===== config.mk =====
export PLATFORM = sky130hd
export DESIGN_NAME = thermal_print_step_sequencer
export DESIGN_NICKNAME = d
export VERILOG_FILES = /design/src/rtl/tpss_pkg.sv /design/src/rtl/thermal_print_step_sequencer.sv /design/src/rtl/tpss_div5.sv /design/src/rtl/tpss_core.sv
export SDC_FILE = /design/constraint.sdc
export NUM_CORES = 1
export LEC_CHECK = 0
export ABC_AREA = 1
export BUFFER_PORTS_ARGS = -buffer_cell sky130_fd_sc_hd__buf_2
export CORE_MARGIN = 2
export CORE_UTILIZATION = 63
export DETAILED_ROUTE_END_ITERATION = 16
export MAX_ROUTING_LAYER = met4
export PLACE_DENSITY_LB_ADDON = 0.25
export SETUP_SLACK_MARGIN = 0.05
export SLEW_MARGIN = 30
export SYNTH_ARGS = -nofsm -noshare
export SYNTH_HDL_FRONTEND = slang
export SYNTH_SLANG_ARGS = --single-unit
export TNS_END_PERCENT = 5

===== constraint.sdc =====
create_clock -name clk -period 10.7 [get_ports clk]
set_input_delay 0.535 -clock clk [delete_from_list [all_inputs] [get_ports clk]]
set_output_delay 0.535 -clock clk [all_outputs]
set_load 0.005 [all_outputs]

===== src/rtl/tpss_pkg.sv =====
// Shared types, constants and helpers for the thermal print step sequencer.
package tpss_pkg;

  // Print line buffer depth, its derived count width and the field widths
  localparam int BUFFER_LINES = 64;
  localparam int LINES_W      = $clog2(BUFFER_LINES + 1);
  localparam int LINE_IDX_W   = 6;
  localparam int STEP_W       = 16;
  localparam int WIDTH_US_W   = 16;
  localparam int TICKS_W      = 14;

  // Forward steps forced while loading paper
  localparam logic signed [STEP_W-1:0] LOAD_STEPS = 16'sd1000;

  // Divide by five: multiply by ceil(2^18 / 5) and shift, exact for 16-bit inputs
  localparam int DIV5_RECIP = 52429;
  localparam int DIV5_SHIFT = 18;

  // Reset value of the strobe width register
  localparam logic [WIDTH_US_W-1:0] STROBE_WIDTH_RESET = 16'd2000;

  typedef enum logic [1:0] {
    MODE_IDLE  = 2'd0,
    MODE_LOAD  = 2'd1,
    MODE_PRINT = 2'd2,
    MODE_FEED  = 2'd3
  } mode_t;

  typedef enum logic [1:0] {
    ST_OK       = 2'd0,
    ST_NO_PAPER = 2'd1,
    ST_HEAD_UP  = 2'd2,
    ST_BUSY     = 2'd3
  } status_t;

  typedef enum logic [1:0] {
    KIND_TICK  = 2'd0,
    KIND_PRINT = 2'd1,
    KIND_FEED  = 2'd2
  } kind_t;

  // Coil drive: enable plus the two phase polarities
  typedef struct packed {
    logic b_pos;
    logic a_pos;
    logic en;
  } coil_t;

  // One result transaction
  typedef struct packed {
    mode_t                 mode;
    logic [LINE_IDX_W-1:0] index;
    logic                  send;
    logic [TICKS_W-1:0]    ticks;
    logic                  strobe;
    coil_t                 coil;
    status_t               status;
  } res_t;

  // Gray sequence 0,1,3,2 over the phase index
  function automatic logic [1:0] gray_code(input logic [1:0] idx);
    logic [1:0] g;
    case (idx)
      2'd0:    g = 2'd0;
      2'd1:    g = 2'd1;
      2'd2:    g = 2'd3;
      default: g = 2'd2;
    endcase
    return g;
  endfunction

endpackage


===== src/rtl/thermal_print_step_sequencer.sv =====
// Thermal print step sequencer: streaming top level with result register.
//
// Usage:
//   Input stream s_axis: one transaction per stepper tick, print command or feed
//   command. s_axis_tuser carries the kind, s_axis_tdata the sensor bits and
//   the signed line or step count.
//   Output stream m_axis: exactly one result per input transaction, in order:
//   status, coil drive, strobe, strobe length, line fetch request, mode.
//   cfg_wr_en / cfg_wr_data write the strobe width in microseconds; write it
//   only while no transaction is in flight.
// Result timing and throughput:
//   The result is registered and appears on m_axis in the cycle after the input
//   is accepted. The state update is one short pass between the state registers
//   and the result register, so one transaction is taken every cycle without a stall.
// Reset (rst, synchronous): mode idle, stepper counts and coils cleared, no
//   result pending, strobe width back to 2000 us.
// Stall: while m_axis_tready is low and a result is held, s_axis_tready drops;
//   it rises in the same cycle the held result is taken.
module thermal_print_step_sequencer
  import tpss_pkg::*;
(
  input  logic                  clk,
  input  logic                  rst,
  // Configuration write
  input  logic                  cfg_wr_en,
  input  logic [WIDTH_US_W-1:0] cfg_wr_data,    // strobe_width_us
  // Input stream
  input  logic                  s_axis_tvalid,
  output logic                  s_axis_tready,
  input  logic [23:0]           s_axis_tdata,   // paper_present, head_down, line_count[15:0]
  input  logic [1:0]            s_axis_tuser,   // kind[1:0]
  // Result stream
  output logic                  m_axis_tvalid,
  input  logic                  m_axis_tready,
  output logic [31:0]           m_axis_tdata    // status[1:0], coil_enable, coil_a_positive,
                                                // coil_b_positive, strobe_res,
                                                // strobe_ticks[13:0], send_line,
                                                // line_index[5:0], mode[1:0]
);

  logic [WIDTH_US_W-1:0] strobe_width_us;
  logic [TICKS_W-1:0]    strobe_ticks;
  logic                  take;
  res_t                  res_next;
  res_t                  res;

  // Strobe width register
  always_ff @(posedge clk) begin
    if (rst) begin
      strobe_width_us <= STROBE_WIDTH_RESET;
    end else if (cfg_wr_en) begin
      strobe_width_us <= cfg_wr_data;
    end
  end

  tpss_div5 u_div5 (
    .width_us (strobe_width_us),
    .ticks    (strobe_ticks)
  );

  // Accept when the result register is free or being drained
  assign s_axis_tready = !m_axis_tvalid || m_axis_tready;
  assign take          = s_axis_tvalid && s_axis_tready;

  tpss_core u_core (
    .clk           (clk),
    .rst           (rst),
    .take          (take),
    .kind          (s_axis_tuser),
    .paper_present (s_axis_tdata[0]),
    .head_down     (s_axis_tdata[1]),
    .line_count    ($signed(s_axis_tdata[17:2])),
    .strobe_ticks  (strobe_ticks),
    .res           (res_next)
  );

  // Result register
  always_ff @(posedge clk) begin
    if (rst) begin
      m_axis_tvalid <= 1'b0;
    end else if (take) begin
      m_axis_tvalid <= 1'b1;
    end else if (m_axis_tready) begin
      m_axis_tvalid <= 1'b0;
    end
  end

  always_ff @(posedge clk) begin
    if (take) res <= res_next;
  end

  assign m_axis_tdata = {3'b000, res.mode, res.index, res.send, res.ticks, res.strobe,
                         res.coil.b_pos, res.coil.a_pos, res.coil.en, res.status};

  // Coils off means both polarity bits low
  a_coil_off_quiet: assert property (@(posedge clk) disable iff (rst)
    (m_axis_tvalid && !res.coil.en) |-> (!res.coil.a_pos && !res.coil.b_pos))
    else $error("polarity driven with coils off");

  // A line fetch always comes with a strobe
  a_send_strobe: assert property (@(posedge clk) disable iff (rst)
    (m_axis_tvalid && res.send) |-> res.strobe)
    else $error("line fetch without strobe");

  // Rejected commands (status not OK) never strobe or fetch
  a_cmd_quiet: assert property (@(posedge clk) disable iff (rst)
    (m_axis_tvalid && res.status != ST_OK) |-> (!res.strobe && !res.send))
    else $error("strobe or fetch on a command result");

  // Empty result register always accepts
  a_ready_when_empty: assert property (@(posedge clk) disable iff (rst)
    !m_axis_tvalid |-> s_axis_tready)
    else $error("input stalled with empty result register");

  // Strobe length is never zero
  a_ticks_nonzero: assert property (@(posedge clk) disable iff (rst)
    m_axis_tvalid |-> (res.ticks != '0))
    else $error("zero strobe length");

endmodule


===== src/rtl/tpss_div5.sv =====
// Strobe length in timer ticks: width divided by five, plus one.
module tpss_div5
  import tpss_pkg::*;
(
  input  logic [WIDTH_US_W-1:0] width_us,
  output logic [TICKS_W-1:0]    ticks
);

  logic [31:0] prod;

  // Reciprocal multiply, quotient sits in the top bits
  assign prod  = {16'b0, width_us} * 32'(DIV5_RECIP);
  assign ticks = prod[DIV5_SHIFT +: TICKS_W] + TICKS_W'(1);

endmodule


===== src/rtl/tpss_core.sv =====
// Sequencer state and the per-transaction update of stepper, mode and print logic.
module tpss_core
  import tpss_pkg::*;
(
  input  logic                     clk,
  input  logic                     rst,
  input  logic                     take,
  input  logic [1:0]               kind,
  input  logic                     paper_present,
  input  logic                     head_down,
  input  logic signed [STEP_W-1:0] line_count,
  input  logic [TICKS_W-1:0]       strobe_ticks,
  output res_t                     res
);

  mode_t                     mode_reg, mode_next;
  logic signed [STEP_W-1:0]  steps_pending, steps_next;
  logic [1:0]                phase_index, phase_next;
  logic                      release_armed, release_next;
  coil_t                     coil_drive, coil_next;
  logic [LINES_W-1:0]        lines_left, lines_next;
  logic [LINES_W-1:0]        next_line, next_line_next;

  status_t                   status;
  logic                      strobe, send;
  logic [LINE_IDX_W-1:0]     index;
  logic [1:0]                gray;

  // State registers, updated once per accepted transaction
  always_ff @(posedge clk) begin
    if (rst) begin
      mode_reg      <= MODE_IDLE;
      steps_pending <= '0;
      phase_index   <= '0;
      release_armed <= 1'b0;
      coil_drive    <= '0;
      lines_left    <= '0;
      next_line     <= '0;
    end else if (take) begin
      mode_reg      <= mode_next;
      steps_pending <= steps_next;
      phase_index   <= phase_next;
      release_armed <= release_next;
      coil_drive    <= coil_next;
      lines_left    <= lines_next;
      next_line     <= next_line_next;
    end
  end

  // Next state and result for the transaction on the input
  always_comb begin
    mode_next      = mode_reg;
    steps_next     = steps_pending;
    phase_next     = phase_index;
    release_next   = release_armed;
    coil_next      = coil_drive;
    lines_next     = lines_left;
    next_line_next = next_line;
    status         = ST_OK;
    strobe         = 1'b0;
    send           = 1'b0;
    index          = '0;
    gray           = '0;

    case (kind)
      KIND_TICK: begin
        // Stepper: one step towards zero, release coils after an idle tick
        if (steps_pending != '0) begin
          release_next = 1'b0;
          if (!steps_pending[STEP_W-1]) begin
            phase_next = phase_index + 2'd1;
            steps_next = steps_pending - STEP_W'(1);
          end else begin
            phase_next = phase_index - 2'd1;
            steps_next = steps_pending + STEP_W'(1);
          end
          gray      = gray_code(phase_next);
          coil_next = '{b_pos: gray[1], a_pos: gray[0], en: 1'b1};
        end else begin
          if (release_armed) begin
            coil_next  = '0;
            phase_next = '0;
          end
          release_next = 1'b1;
        end

        // Mode rule on the stepped count
        unique case (mode_reg)
          MODE_IDLE: begin
            if (!paper_present) mode_next = MODE_LOAD;
          end
          MODE_LOAD: begin
            if (!paper_present) begin
              if (head_down == 1'b0) begin
                if (steps_next < LOAD_STEPS) steps_next = LOAD_STEPS;
              end else begin
                steps_next = '0;
              end
            end else if (steps_next == '0) begin
              mode_next = MODE_IDLE;
            end
          end
          MODE_PRINT: begin
            if (!head_down || !paper_present) begin
              mode_next = MODE_IDLE;
            end else if (steps_next == STEP_W'(1)) begin
              strobe = 1'b1;
            end else if (steps_next == '0) begin
              // Line boundary: fetch the next line and strobe
              send           = 1'b1;
              index          = LINE_IDX_W'(next_line);
              strobe         = 1'b1;
              next_line_next = next_line + LINES_W'(1);
              if (lines_left > LINES_W'(1)) begin
                lines_next = lines_left - LINES_W'(1);
                steps_next = STEP_W'(2);
              end else begin
                lines_next = '0;
                steps_next = STEP_W'(1);
                mode_next  = MODE_IDLE;
              end
            end
          end
          MODE_FEED: begin
            if (!paper_present || steps_next == '0) mode_next = MODE_IDLE;
          end
          default: ;
        endcase
      end

      KIND_PRINT, KIND_FEED: begin
        // Command checks: paper, then head, then busy
        if (!paper_present) begin
          status = ST_NO_PAPER;
        end else if (!head_down) begin
          status = ST_HEAD_UP;
        end else if (mode_reg != MODE_IDLE) begin
          status = ST_BUSY;
        end else if (kind == KIND_PRINT) begin
          if (line_count[STEP_W-1]) begin
            lines_next = '0;
          end else if (line_count > $signed(STEP_W'(BUFFER_LINES))) begin
            lines_next = LINES_W'(BUFFER_LINES);
          end else begin
            lines_next = LINES_W'(line_count);
          end
          next_line_next = '0;
          mode_next      = MODE_PRINT;
        end else begin
          steps_next = line_count;
          mode_next  = MODE_FEED;
        end
      end

      default: ;
    endcase
  end

  assign res = '{mode:   mode_next,
                 index:  index,
                 send:   send,
                 ticks:  strobe_ticks,
                 strobe: strobe,
                 coil:   coil_next,
                 status: status};

endmodule

==> run summary <==
Port buffer count -> 71
Clk_lat worst skew -> 0.36 ns
Global-route wire length before repair -> 42.6 mm
Max IR drop VDD -> 329 µV
Final worst slack -> 4.45 ns
Die Height -> 133 µm
# hold bufs at CTS -> 0
Inserted Clock Buffers -> 9
Layout area overhead -> 7.95%
Post-synth top area share -> 19.1%
Number of synthesis warnings -> 0
# DRC -> 0
Core footprint -> 16400 µm²
Worst-Margin Slew -> 0.652 ns
Seq/Total Area, Yosys -> 18.6%
FF/Latch Area -> 1950 µm²
Fill cells -> 1379
Reg2Reg Setup Slack -> 4.45 ns
Routed via count -> 9036
Hold Path Class -> in2reg
Clock skew -> 0.0151 ns
Vias/cell -> 5.40
Distinct cells, synth -> 62
Multi-input logic area -> 7260 µm²
P per Cell Area -> 341 nW/µm²
Antenna violations before repair -> 0
Top area cells in the synthesized netlist -> ha_1 19%, fa_1 15%, inv_1 11%, dfxtp_1 10%, nand2_1 9.5%
Fmax -> 0.160 GHz
CP Launch Type -> flop
Most frequent cells after synthesis -> 301 x inv_1, 265 x nand2_1, 160 x ha_1
Maximum fanout along the worst path -> 7
Synth Instances -> 1382
CTS Buffer Depth -> 2
Max-Slew Margin vs Limit -> 55.4%
CTS root buffer -> clkbuf_16
Final Net Count -> 1734
Top-count cell post-synth -> inv_1
Async SR Flop Fraction -> 0%
Crit path DAT -> 6.37 ns
Diode count -> 0
Status -> completed
Pre-CTS setup slack -> 4.46 ns
RSZ-0062 raised after global routing -> false
Post-Route WL -> 25.6 mm
Max reg flops -> 29
CP Data Required Time -> 10.81 ns
Syn_area_per_cell -> 7.60 µm²
Crit end category -> flop
Post-CTS setup buffer count -> 0
Kind of critical path -> reg2reg
Die Footprint -> 17700 µm²
Final hold violation count -> 0
Number of non-filler instances in the completed layout -> 1672
Post-route ant nets -> 0
Final RePlAce weighted congestion -> 0.967
Max Slew Vio Count -> 0
Placed cell count -> 1656
Fin Hold WS -> 0.392 ns
Drt wl/cell -> 15.3 µm
H-Tree Depth -> 3
Largest area contributor in the netlist -> ha_1
Initial Util -> 64.0%
Share of cells above drive strength 1 -> 9.99%
Clock-pin slew on the worst setup and hold paths -> 0.07 ns
Clock period minus worst slack -> 6.25 ns
#FFs+latches synth -> 83
Post-Syn Area -> 10500 µm²
Final period util -> 58.5%
Die width -> 133 µm
Final setup fails -> 0
Max-cap violations -> 0
Leak Pwr -> 6.10 nW
Ys flop type -> dfxtp_1
Number of flops mapped to enable cells by yosys -> 29
Vias in the first global route -> 9097
GRT Overall Usage -> 31.1%
Post-DP HPWL -> 21.1 mm
Largest net degree at the start of global routing -> 33
Total grt overflow -> 0
Row cnt -> 47
CTS tree -> done
I/O pin count -> 81
Initial DRC Count -> 515
# resized after CTS -> 0
CTS sink count -> 83
Setup tns final -> 0 ns
Drt first pass iters -> 5
-- layer usage --
metal	track usage [%]	vias up	wire [µm]
met4	13.1	0	931
met5	-	-	0
met2	53.5	249	12700
met1	37.0	4217	10800
li1	-	4507	-
met3	3.73	63	1210
-- cell type report --
cell class,count,share of cell area [%]
Tap cell,220,2.43
Clock buffer,9,1.99
Sequential cell,83,17.2
Multi-Input combinational cell,965,64.0
Clock inverter,7,0.618
Timing Repair Buffer,73,3.27
Inverter,315,10.4
-- power by group --
group	switching, mW	total [mW]	internal, mW
sequential	0.0265	0.501	0.474
combinational	1.97	3.05	1.08
clock	0.153	0.317	0.164
-- worst max-delay path, cell delays in order, from the launching register on --
cell and delay (ns):
dfxtp_1 0.55, ha_1 0.37, xor2_1 0.20, ha_1 0.31, fa_1 0.54, inv_1 0.06, fa_1 0.53, inv_1 0.06
fa_1 0.53, inv_1 0.06, fa_1 0.58, inv_1 0.06, ha_1 0.37, nand2_1 0.16, nor4_1 0.34, nand2_1 0.10
nand2_1 0.10, nand2_1 0.05, nand2_1 0.07, xor2_1 0.41, nand2_1 0.12, nor2_2 0.16, nand3_1 0.11, xor2_1 0.17
-- layout by cell type (no fill, tap or decap), drive strengths merged, types with 3 or more instances in the layout --
master,count
o31ai,4
conb,3
edfxtp,29
nor3,19
nand4,21
clkinv,5
o21ai,64
nor2,106
buf,73
fa,80
a21oi,100
nand3b,5
nand3,58
nand2,271
clkbuf,9
dfxtp,54
o211ai,3
nor4,3
xnor2,10
ha,160
a21o,5
o32ai,3
inv,316
xor2,30
-- path summary, 6_finish.rpt --
path,start,to,cells past startpoint
hold / removal,cfg_wr_data[4],strobe_width_us[4]$_SDFFE_PP1P_,3
setup / recovery,strobe_width_us[5]$_SDFFE_PP0P_,m_axis_tdata[16]$_DFFE_PP_,23
hold reg to reg,u_core.coil_drive[2]$_SDFFE_PP0P_,u_core.coil_drive[2]$_SDFFE_PP0P_,2
setup reg to reg,strobe_width_us[5]$_SDFFE_PP0P_,m_axis_tdata[16]$_DFFE_PP_,23
-- per-stage QoR --
step                util, %  instance area [µm²]  power, mW
global placement       67.3                11000       3.42
global route           69.1                11300       4.31
finish                 69.1                11300       3.86
floorplan                 -                10500       2.85
CTS                    69.1                11300       3.84
detailed placement     67.3                11000       3.49
-- cells by family after synthesis --
| logic type | synth area share, % |
|---|---|
| buf+inv | 12.4 |
| other cells | 0.0357 |
| simple gates | 20.9 |
| compound gates | 10.4 |
| xor+xnor | 3.41 |
| flops | 18.6 |
| fa+ha+maj | 34.3 |
Note: power is estimated with default switching activity, not from simulation.
